## src/sv/crtg_pkg.sv

```systemverilog
`timescale 1ns / 1ps

package crtg_pkg;

  localparam int KEY_W   = 16;
  localparam int COLOR_W = 24;
  localparam int CHAN_W  = 8;
  localparam int V_W     = 28;
  localparam int D_W     = 27;
  localparam int T_W     = 35;
  localparam int N_W     = 36;

  localparam logic [1:0] MODE_CLEAR  = 2'd0;
  localparam logic [1:0] MODE_INSERT = 2'd1;
  localparam logic [1:0] MODE_RAMP   = 2'd2;

  localparam logic [1:0] ST_OK    = 2'd0;
  localparam logic [1:0] ST_FEW   = 2'd1;
  localparam logic [1:0] ST_FULL  = 2'd2;
  localparam logic [1:0] ST_RANGE = 2'd3;

  typedef struct packed {
    logic signed [KEY_W-1:0] val;
    logic [COLOR_W-1:0]      color;
  } crtg_key_t;

  typedef struct packed {
    logic      insert;
    logic      rotate;
    crtg_key_t key;
  } crtg_cmd_t;

  typedef enum logic [3:0] {
    S_IDLE,
    S_V2,
    S_SCAN,
    S_LO,
    S_PREP,
    S_MA,
    S_MB,
    S_DIV,
    S_DONE
  } crtg_state_t;

  function automatic logic [CHAN_W-1:0] chan_of(input logic [COLOR_W-1:0] color,
                                               input logic [1:0] ch);
    logic [CHAN_W-1:0] c;
    case (ch)
      2'd0:    c = color[23:16];
      2'd1:    c = color[15:8];
      default: c = color[7:0];
    endcase
    return c;
  endfunction

endpackage

```

## src/sv/crtg_key_stage.sv

```systemverilog
`timescale 1ns / 1ps

module crtg_key_stage (
  input  logic                 clk,
  input  crtg_pkg::crtg_cmd_t  cmd,
  input  logic                 occupied,
  input  logic                 at_tail,
  input  logic                 prev_gt,
  input  crtg_pkg::crtg_key_t  prev_key,
  input  crtg_pkg::crtg_key_t  next_key,
  output logic                 gt,
  output crtg_pkg::crtg_key_t  key
);

  crtg_pkg::crtg_key_t key_r;
  crtg_pkg::crtg_key_t key_nxt;

  assign gt  = occupied && (key_r.val > cmd.key.val);
  assign key = key_r;

  always_comb begin
    key_nxt = key_r;
    if (cmd.rotate) begin
      key_nxt = next_key;
    end else if (cmd.insert) begin
      if (prev_gt) begin
        key_nxt = prev_key;
      end else if (gt || at_tail) begin
        key_nxt = cmd.key;
      end
    end
  end

  always_ff @(posedge clk) begin
    key_r <= key_nxt;
  end

endmodule

```

## src/sv/color_ramp_table_generator.sv

```systemverilog
`timescale 1ns / 1ps
// Clear, insert, unused modes and a refused ramp entry: strobe in the cycle after the start beat;
// busy stays low. Ramp entry: busy through V2, SCAN, LO, PREP, per-channel MA, MB, DIV, and DONE
// (zero width: PREP to DONE); strobe on the cycle busy drops; uses one key chain rotation and an
// 8-step divider per channel. Starts wait for busy low; one table edit per cycle while idle.
// Synchronous active-low reset empties the table, sets ramp_entries to 256 and goes idle.

module color_ramp_table_generator #(
  parameter int MAX_KEYS = 8
) (
  input  logic        clk,
  input  logic        rst_n,
  input  logic        start,
  output logic        busy,
  input  logic [1:0]  in_mode,
  input  logic signed [15:0] in_key_value,
  input  logic [7:0]  in_key_red,
  input  logic [7:0]  in_key_green,
  input  logic [7:0]  in_key_blue,
  input  logic [7:0]  in_entry_index,
  input  logic        cfg_valid,
  output logic        cfg_ready,
  input  logic [8:0]  cfg_ramp_entries,
  output logic        out_valid,
  output logic [7:0]  out_red,
  output logic [7:0]  out_green,
  output logic [7:0]  out_blue,
  output logic [7:0]  out_index,
  output logic [1:0]  out_status
);

  localparam int CNT_W  = $clog2(MAX_KEYS + 1);
  localparam int STEP_W = $clog2(MAX_KEYS);

  crtg_pkg::crtg_state_t state_r, state_nxt;
  logic [CNT_W-1:0]  count_r;
  logic [8:0]        ramp_r;
  logic              out_valid_r;
  logic [1:0]        out_status_r;
  logic [23:0]       out_rgb_r;
  logic [7:0]        out_index_r;

  logic signed [crtg_pkg::KEY_W-1:0] first_r, last_r, k0_r;
  logic signed [26:0]                p1_r;
  logic [24:0]                       p2_r;
  logic signed [crtg_pkg::V_W-1:0]   v2_r, hi_r, lo_r;
  logic [STEP_W-1:0]                 step_r;
  logic                              found_r;
  logic [crtg_pkg::COLOR_W-1:0]      c0_r, c1_r, rgb_r;
  logic [7:0]                        idx_r;
  logic [crtg_pkg::D_W-1:0]          a_r, b_r, den_r;
  logic [crtg_pkg::T_W-1:0]          t_r;
  logic [crtg_pkg::N_W-1:0]          rem_r, dsh_r;
  logic [7:0]                        q_r;
  logic [2:0]                        bit_r;
  logic [1:0]                        ch_r;

  crtg_pkg::crtg_cmd_t  cmd;
  crtg_pkg::crtg_key_t  keys [MAX_KEYS];
  logic                 gt_w [MAX_KEYS];

  logic                 acc, can_insert, hit, ge, zero_w, last_bit;
  logic signed [10:0]   n2_s;
  logic signed [crtg_pkg::KEY_W-1:0] mul_x;
  logic signed [26:0]   mul_w;
  logic [15:0]          span_w;
  logic [24:0]          p2_w;
  logic [7:0]           c0_ch, c1_ch, q_fin;
  logic [crtg_pkg::T_W-1:0] t_w, u_w;
  logic [crtg_pkg::N_W-1:0] num_w;

  assign busy       = (state_r != crtg_pkg::S_IDLE);
  assign cfg_ready  = !busy && !start;
  assign acc        = start && !busy;
  assign can_insert = (count_r < CNT_W'(MAX_KEYS));

  assign cmd.insert    = acc && (in_mode == crtg_pkg::MODE_INSERT) && can_insert;
  assign cmd.rotate    = (state_r == crtg_pkg::S_SCAN);
  assign cmd.key.val   = in_key_value;
  assign cmd.key.color = {in_key_red, in_key_green, in_key_blue};

  for (genvar g = 0; g < MAX_KEYS; g++) begin : g_chain
    if (g == 0) begin : g_head
      crtg_key_stage u_stage (
        .clk      (clk),
        .cmd      (cmd),
        .occupied (CNT_W'(g) < count_r),
        .at_tail  (CNT_W'(g) == count_r),
        .prev_gt  (1'b0),
        .prev_key (keys[MAX_KEYS-1]),
        .next_key (keys[1]),
        .gt       (gt_w[g]),
        .key      (keys[g])
      );
    end else begin : g_body
      crtg_key_stage u_stage (
        .clk      (clk),
        .cmd      (cmd),
        .occupied (CNT_W'(g) < count_r),
        .at_tail  (CNT_W'(g) == count_r),
        .prev_gt  (gt_w[g-1]),
        .prev_key (keys[g-1]),
        .next_key (keys[(g + 1) % MAX_KEYS]),
        .gt       (gt_w[g]),
        .key      (keys[g])
      );
    end
  end

  // one shared key * 2N multiplier
  assign n2_s = signed'({1'b0, ramp_r, 1'b0});
  always_comb begin
    case (state_r)
      crtg_pkg::S_IDLE: mul_x = first_r;
      crtg_pkg::S_LO:   mul_x = k0_r;
      default:          mul_x = keys[1].val;
    endcase
  end
  assign mul_w  = mul_x * n2_s;
  assign span_w = 16'(last_r - first_r);
  assign p2_w   = span_w * {in_entry_index, 1'b1};

  assign hit = !found_r && ((CNT_W'(step_r) + CNT_W'(1)) < count_r)
               && (v2_r <= crtg_pkg::V_W'(mul_w));

  assign zero_w   = (hi_r == lo_r);
  assign c0_ch    = crtg_pkg::chan_of(c0_r, ch_r);
  assign c1_ch    = crtg_pkg::chan_of(c1_r, ch_r);
  assign t_w      = c0_ch * a_r;
  assign u_w      = c1_ch * b_r;
  assign num_w    = crtg_pkg::N_W'(t_r) + crtg_pkg::N_W'(u_w);
  assign ge       = (rem_r >= dsh_r);
  assign q_fin    = {q_r[6:0], ge};
  assign last_bit = (bit_r == 3'd7);

  always_comb begin
    state_nxt = state_r;
    case (state_r)
      crtg_pkg::S_IDLE: begin
        if (acc && (in_mode == crtg_pkg::MODE_RAMP) && (count_r >= CNT_W'(2))
            && ({1'b0, in_entry_index} < ramp_r)) begin
          state_nxt = crtg_pkg::S_V2;
        end
      end
      crtg_pkg::S_V2:   state_nxt = crtg_pkg::S_SCAN;
      crtg_pkg::S_SCAN: begin
        if (step_r == STEP_W'(MAX_KEYS - 1)) begin
          state_nxt = crtg_pkg::S_LO;
        end
      end
      crtg_pkg::S_LO:   state_nxt = crtg_pkg::S_PREP;
      crtg_pkg::S_PREP: state_nxt = zero_w ? crtg_pkg::S_DONE : crtg_pkg::S_MA;
      crtg_pkg::S_MA:   state_nxt = crtg_pkg::S_MB;
      crtg_pkg::S_MB:   state_nxt = crtg_pkg::S_DIV;
      crtg_pkg::S_DIV: begin
        if (last_bit) begin
          state_nxt = (ch_r == 2'd2) ? crtg_pkg::S_DONE : crtg_pkg::S_MA;
        end
      end
      crtg_pkg::S_DONE: state_nxt = crtg_pkg::S_IDLE;
      default:          state_nxt = crtg_pkg::S_IDLE;
    endcase
  end

  always_ff @(posedge clk) begin
    if (!rst_n) begin
      state_r     <= crtg_pkg::S_IDLE;
      count_r     <= '0;
      ramp_r      <= 9'd256;
      out_valid_r <= 1'b0;
    end else begin
      state_r     <= state_nxt;
      out_valid_r <= 1'b0;
      if (cfg_valid && cfg_ready) begin
        ramp_r <= cfg_ramp_entries;
      end
      if (acc) begin
        if (in_mode == crtg_pkg::MODE_CLEAR) begin
          count_r <= '0;
        end else if (cmd.insert) begin
          count_r <= count_r + CNT_W'(1);
        end
        if (state_nxt == crtg_pkg::S_IDLE) begin
          out_valid_r <= 1'b1;
        end
      end
      if (state_r == crtg_pkg::S_DONE) begin
        out_valid_r <= 1'b1;
      end
    end
  end

  always_ff @(posedge clk) begin
    if (cmd.insert) begin
      if (count_r == '0) begin
        first_r <= in_key_value;
        last_r  <= in_key_value;
      end else begin
        if (in_key_value < first_r) first_r <= in_key_value;
        if (in_key_value > last_r)  last_r  <= in_key_value;
      end
    end
    case (state_r)
      crtg_pkg::S_IDLE: begin
        p1_r         <= mul_w;
        p2_r         <= p2_w;
        idx_r        <= in_entry_index;
        out_rgb_r    <= '0;
        out_index_r  <= '0;
        out_status_r <= crtg_pkg::ST_OK;
        if (in_mode == crtg_pkg::MODE_INSERT && !can_insert) begin
          out_status_r <= crtg_pkg::ST_FULL;
        end else if (in_mode == crtg_pkg::MODE_RAMP) begin
          if (count_r < CNT_W'(2)) begin
            out_status_r <= crtg_pkg::ST_FEW;
          end else if ({1'b0, in_entry_index} >= ramp_r) begin
            out_status_r <= crtg_pkg::ST_RANGE;
          end
        end
      end
      crtg_pkg::S_V2: begin
        v2_r    <= crtg_pkg::V_W'(p1_r) + signed'({3'b000, p2_r});
        step_r  <= '0;
        found_r <= 1'b0;
      end
      crtg_pkg::S_SCAN: begin
        step_r <= step_r + STEP_W'(1);
        if (hit) begin
          found_r <= 1'b1;
          k0_r    <= keys[0].val;
          c0_r    <= keys[0].color;
          c1_r    <= keys[1].color;
          hi_r    <= crtg_pkg::V_W'(mul_w);
        end
      end
      crtg_pkg::S_LO: begin
        lo_r <= crtg_pkg::V_W'(mul_w);
      end
      crtg_pkg::S_PREP: begin
        den_r <= crtg_pkg::D_W'(hi_r - lo_r);
        a_r   <= crtg_pkg::D_W'(hi_r - v2_r);
        b_r   <= crtg_pkg::D_W'(v2_r - lo_r);
        ch_r  <= 2'd0;
        rgb_r <= c0_r;
      end
      crtg_pkg::S_MA: begin
        t_r <= t_w;
      end
      crtg_pkg::S_MB: begin
        rem_r <= {num_w[crtg_pkg::N_W-2:0], 1'b0} + crtg_pkg::N_W'(den_r);
        dsh_r <= {1'b0, den_r, 8'd0};
        q_r   <= '0;
        bit_r <= '0;
      end
      crtg_pkg::S_DIV: begin
        if (ge) rem_r <= rem_r - dsh_r;
        dsh_r <= dsh_r >> 1;
        q_r   <= q_fin;
        bit_r <= bit_r + 3'd1;
        if (last_bit) begin
          case (ch_r)
            2'd0:    rgb_r[23:16] <= q_fin;
            2'd1:    rgb_r[15:8]  <= q_fin;
            default: rgb_r[7:0]   <= q_fin;
          endcase
          ch_r <= ch_r + 2'd1;
        end
      end
      crtg_pkg::S_DONE: begin
        out_rgb_r    <= rgb_r;
        out_index_r  <= idx_r;
        out_status_r <= crtg_pkg::ST_OK;
      end
      default: begin
      end
    endcase
  end

  assign out_valid  = out_valid_r;
  assign out_red    = out_rgb_r[23:16];
  assign out_green  = out_rgb_r[15:8];
  assign out_blue   = out_rgb_r[7:0];
  assign out_index  = out_index_r;
  assign out_status = out_status_r;

endmodule

```

## config.mk

```make
export PLATFORM = sky130hd
export DESIGN_NAME = color_ramp_table_generator
export DESIGN_NICKNAME = d
export VERILOG_FILES = /design/src/sv/crtg_pkg.sv /design/src/sv/crtg_key_stage.sv /design/src/sv/color_ramp_table_generator.sv
export SDC_FILE = /design/constraint.sdc
export NUM_CORES = 2
export LEC_CHECK = 0
export ABC_AREA = 1
export BUFFER_PORTS_ARGS = -buffer_cell sky130_fd_sc_hd__buf_2
export CAP_MARGIN = 0
export CORE_UTILIZATION = 40
export CTS_BUF_LIST = sky130_fd_sc_hd__clkbuf_4
export DETAILED_ROUTE_END_ITERATION = 6
export PLACE_DENSITY_LB_ADDON = 0.08
export SKIP_CTS_REPAIR_TIMING = 1
export SYNTH_ARGS = -nofsm -noshare
export SYNTH_HDL_FRONTEND = slang
export SYNTH_HIERARCHICAL = 1
export SYNTH_SLANG_ARGS = --single-unit
```

## constraint.sdc

```tcl
create_clock -name clk -period 14.46 [get_ports clk]
set_clock_uncertainty 0.15 [all_clocks]
set_input_delay 1.446 -clock clk [delete_from_list [all_inputs] [get_ports clk]]
set_output_delay 1.446 -clock clk [all_outputs]
set_load 0.05 [all_outputs]
```

# [Word-level counts from Yosys, hierarchy flattened]
# Cells that the tools add are included.
[word_totals] in_bits=63 regBits=835
[op_classes] muxes=71 n_eq_ne=28 n_lt_le_gt_ge=26 n_mul=4 n_reduce_logical=72 n_addsub=13
[ops] op="40-bit 2-to-1 mux" n=31
[ops] op="16-bit greater-than comparator" n=9
[ops] op="36-bit case mux with 2 select lines" n=2
[ops] op="24-bit case mux with 2 select lines" n=2
[ops] op="27-bit subtractor" n=3
[ops] op="8-bit by 27-bit multiplier with 35-bit output" n=2
[ops] op="16-bit 2-to-1 mux" n=4
[ops] op="8-bit case mux with 2 select lines" n=3
[ops] op="36-bit by 27-bit adder with 36-bit output" n=1
[ops] op="36-bit >= comparator" n=1
[ops] op="36-bit 2-to-1 mux" n=1
[ops] op="36-bit subtractor" n=1
[ops] op="35-bit adder" n=1
[ops] op="16-bit case mux with 2 select lines" n=1
[ops] op="4-bit case mux with 8 select lines" n=1
[ops] op="2-bit AND reduction" n=15
[ops] op="27-bit by 26-bit adder with 28-bit output" n=1
[ops] op="28-bit by 27-bit <= comparator with 1-bit output" n=1
[ops] op="4-bit 2-to-1 mux" n=7
[ops] op="26-bit equality test" n=1
[ops] op="16-bit by 10-bit multiplier with 26-bit output" n=1
[ops] op="16-bit by 9-bit multiplier with 25-bit output" n=1
[ops] op="24-bit 2-to-1 mux" n=1
[ops] op="8-bit 2-to-1 mux" n=3
[ops] op="other kinds (43)" n=120

# [Longest topological paths before layout]
[logic_depth] ltp_word=12 ltp_mapped=42

# [Cells and area by module]
# Netlist, hierarchy kept.
[by_module_without_submodules] mod="color_ramp_table_generator" seq_area_each_um2=15194.6 n_inst=1 cells_per_inst=6029 area_each_um2=52684.3
[by_module_without_submodules] mod="crtg_key_stage" seq_area_each_um2=1201.2 n_inst=8 cells_per_inst=287 area_each_um2=2483.6

# [Least setup slack after synthesis]
# Ideal clock, no wire load.
[synth_path] path_kind="reg2reg" start="register state_r[0]" end="register c0_r[0] in the netlist's numbering, enable pin" path_buffers=1 path_stages_with_launch=37 setup_time_ns=0.444 arrival_ns=9.281 path_slack_ns=4.585 period_less_slack_ns=9.875 path_cell_list="dfxtp_1 > nor2_1 > nand2_1 > inv_1 > nor2_4 > buf_2 > a21oi_1 > inv_1 > nand2_1 > fa_1 > inv_1 > fa_1 > fa_1 > fa_1 > inv_1 > fa_1 > inv_1 > ha_1 > nand2_1 > nor4_1 > nand2_1 > o211ai_1 > nand2_1 > inv_1 > o21ai_0 > nand3_1 > nand2_1 > ha_1 > a21oi_1 > nor2_1 > a211oi_1 > o21ai_0 > a21oi_1 > nand3_1 > nand3_1 > nand2_1 > inv_1"
[synth_via] elab_chain_len=6 elab_cells_between_ends=8 classes_between="mul (1); order compare (1); eq/ne (2); mux (1); reduce/logical (3)"
[synth_lines] element="start: declaration" line_no="color_ramp_table_generator.sv:35" rtl="crtg_pkg::crtg_state_t state_r, state_nxt;"
[synth_lines] element="start signal: assignment" line_no="color_ramp_table_generator.sv:167" rtl="state_r <= crtg_pkg::S_IDLE;"
[synth_lines] element="start signal: assignment" line_no="color_ramp_table_generator.sv:172" rtl="state_r <= state_nxt;"
[synth_lines] element="4-bit by 2-bit equality test with 1-bit output / 4-bit zero test (equally long branches)" line_no="color_ramp_table_generator.sv:113" rtl="case (state_r)"
[synth_lines] element="16-bit case mux with 2 select lines" line_no="color_ramp_table_generator.sv:113"
[synth_lines] element="16-bit by 10-bit multiplier with 26-bit output" line_no="color_ramp_table_generator.sv:119" rtl="assign mul_w = mul_x * n2_s;"
[synth_lines] element="28-bit by 27-bit <= comparator with 1-bit output" line_no="color_ramp_table_generator.sv:124" rtl="&& (v2_r <= crtg_pkg::V_W'(mul_w));"
[synth_lines] element="1-bit logical AND" line_no="color_ramp_table_generator.sv:124"
[synth_lines] element="2-bit AND reduction (no source line) (*)"
[synth_lines] element="end signal: assignment" line_no="color_ramp_table_generator.sv:231" rtl="c0_r <= keys[0].color;"
[synth_lines] element="end: declaration" line_no="color_ramp_table_generator.sv:49" rtl="logic [crtg_pkg::COLOR_W-1:0] c0_r, c1_r, rgb_r;"
# Mark *: on every way between the ends. The rest lies on a longest branch, timed or not.
# A chain may end at the register's enable or synchronous reset.

# [Final worst setup path]
[layout_path] start="register state_r[1]" end="register c0_r[12] in the netlist's numbering, enable pin"
[layout_via] elab_chain_len=6 elab_cells_between_ends=8 classes_between="mul (1); order compare (1); eq/ne (2); mux (1); reduce/logical (3)"
[layout_lines] element="4-bit by 2-bit equality test with 1-bit output / 4-bit zero test (equally long branches)" line_no="color_ramp_table_generator.sv:113"
[layout_lines] element="16-bit case mux with 2 select lines (*)" line_no="color_ramp_table_generator.sv:113"
[layout_lines] element="16-bit by 10-bit multiplier with 26-bit output (*)" line_no="color_ramp_table_generator.sv:119"
[layout_lines] element="via mul_w[19]" line_no="color_ramp_table_generator.sv:65" rtl="logic signed [26:0] mul_w;"
[layout_lines] element="28-bit by 27-bit <= comparator with 1-bit output (*)" line_no="color_ramp_table_generator.sv:124"
[layout_lines] element="1-bit logical AND (*)" line_no="color_ramp_table_generator.sv:124"
[layout_lines] element="2-bit AND reduction (no source line) (*)"
# The timed path passes the listed nets; every way through them passes the cells marked *.

==> out/results.tsv <==
stage	metric	value	unit
outcome	status	completed	
yosys	Cell Area, Synth	72500	µm²
sta	worst slew pin tran	1400	ps
worst_setup_path	critical path type	reg2reg	
clock_tree	Root Driver	clkbuf_4	
worst_setup_path	Worst EP arrival	11230	ps
final_layout	Non-Filler Instances	11065	
power	Max VDD drop	0.000155	V
placed_design	Detailed Place HPWL	191	mm
worst_setup_path	type of origin of the critical path	flip-flop	
route	mean number of vias per cell	5.33	
floorplan	die width	428	µm
route	initial drt markers	4474	
floorplan	Initial Util	0.404	
sta	final hold violation count	0	
grt	Overflow after GRT	0	
grt	first-pass GRT wire length	377	mm
placed_design	gpl congestion	0.953	
worst_setup_path	Data required, critical path	15240	ps
sta	setup_tns	0	ps
worst_setup_path	Crit path top cell by count	inv_1	
sta	RSZ-0062 raised after global routing	no	
yosys	Syn Nets	9541	
clock_tree	CTS Buffer Depth	3	
floorplan	Die H	428	µm
route	drt wl/cell	22.5	µm
route	final routed DRC violation total	0	
clock_tree	clock slew at reported path FFs	60	ps
floorplan	die area	183000	µm²
clock_tree	Num CTS Buffers	236	
worst_setup_path	Max stage delay on crit path	770	ps
clock_tree	H-Tree Depth	4	
route	antenna viol nets, final	0	
sta	crit share post-route	0.723	
route	WL final	249	mm
floorplan	placement row count	155	
clock_tree	Sink Count	832	
placed_design	port bufs	99	
worst_setup_path	Crit-path slowest cell	buf_4	
power	Power Total	8.30	mW
clock_tree	CTS tree	built	
sta	Max Slew Vio Count	0	
sta	Final min period	10450	ps
yosys	Synth Instances	8324	
sta	Final setup viols	0	
power	P per Cell Area	105	nW/µm²
flow_run	Max Cap Viol	0	
floorplan	I/O pin cnt	100	
sta	Max-slew headroom	0.0606	
clock_tree	worst skew pair latency	1380	ps
hold_path	worst hold-check path type	in2reg	
grt	largest net degree at the start of global routing	83	
worst_setup_path	crit-path max FO	63	
grt	vias in the first global route	60031	
grt	GRT Total Usage	0.272	
yosys	syn avg cell area	8.72	µm²
sta	f_max	95.7	MHz
floorplan	core area	179000	µm²
final_layout	area growth from synthesis to layout	8.69	%
worst_setup_path	Critical Path End Type	flip-flop	
sta	WHS	221	ps
final_layout	layout cells sized above 1	0.0838	
power	leakage	36.0	nW
grt	initial antenna violation count	14	
final_layout	Nets	9725	
final_layout	final core occ	0.440	
route	First-pass DRT Iterations	7	
route	via count	59002	
yosys	synth warn	6	
placed_design	Inst Count DP	10625	
final timing paths:
path / from / end / slack (ps) / cells past startpoint
worst max-delay path: state_r[1] / c0_r[12] / 4010 / 36
worst min-delay path: cfg_ramp_entries[8] / ramp_r[8] / 220 / 3
worst max register to register: state_r[1] / c0_r[12] / 4010 / 36
worst min register to register: p2_r[0] / v2_r[0] / 280 / 0
state kept, by name, summed over array words and instances (netlist names), 27 cells and up:
register	cells
g_chain.g_head.u_stage/key	40
dsh_r	35
a_r	27
v2_r	28
rem_r	36
g_chain.g_body.u_stage/key	280
t_r	35
cell usage in the layout, fill, tap and decap left out, drive strengths merged, types with 3 or more instances in the layout:
| cell type | instances |
|---|---|
| o221ai | 8 |
| nor2 | 954 |
| xor2 | 139 |
| o211ai | 117 |
| a21o | 44 |
| a221oi | 5 |
| nand2 | 1601 |
| ha | 593 |
| o21bai | 26 |
| clkbuf | 357 |
| o31ai | 3 |
| dfxtp | 18 |
| inv | 1394 |
| nand3 | 171 |
| clkinv | 84 |
| and2 | 7 |
| nor4 | 19 |
| a31oi | 32 |
| a21boi | 14 |
| and3 | 3 |
| o2111ai | 9 |
| nand3b | 12 |
| o22ai | 9 |
| or2 | 36 |
| o21a | 124 |
| fa | 561 |
| a21oi | 893 |
| edfxtp | 814 |
| buf | 158 |
| diode | 11 |
| a22o | 10 |
| o21ai | 283 |
| nand4 | 38 |
| a211oi | 9 |
| xnor2 | 88 |
| nor3 | 55 |
metrics by stage:
stage	worst slack [ps]	area, µm²
2_1_floorplan	4580	72500
3_3_place_gp	4110	75700
3_5_place_dp	4000	75700
4_1_cts	3930	78800
5_1_grt	3140	78900
6_report	4010	78900
power by group:
group          total [mW]  switching, mW  internal, mW
sequential           2.98         0.0713          2.91
combinational        3.00           1.96          1.04
clock                2.32           1.15          1.17
total                8.30           3.19          5.12
area by class of cell:
cell class / count / area (µm²)
diodes: 11 / 27.5
clock buffers: 357 / 2680
clock inverters: 72 / 493
fillers: 17981 / 101000
inverters: 1407 / 5290
multi-input cells: 5873 / 41700
flip-flops and latches: 832 / 24800
well taps: 2355 / 2950
repair buffers: 158 / 938
per-layer routing:
metal  vias up  routed length (µm)  GRT usage  share of wire
met4        12                7340     0.0853          0.029
met5         -                  69          0        0.00028
met1     29037              112000      0.368           0.45
met3       404               13100     0.0371          0.053
met2      1785              117000      0.451           0.47
li1      27764                   -          -              -
worst max-delay path, delay by kind of cell, from the launching register on:
kind | cells | cell delay [ps]
AO/OA/AOI/OAI | 8 | 1830
buffers and inverters | 11 | 2630
adder cells (fa/ha/maj) | 7 | 2900
XOR/XNOR | 1 | 360
flip-flops | 1 | 350
AND/OR/NAND/NOR | 9 | 1650
Note: power is estimated with default switching activity, not from simulation.
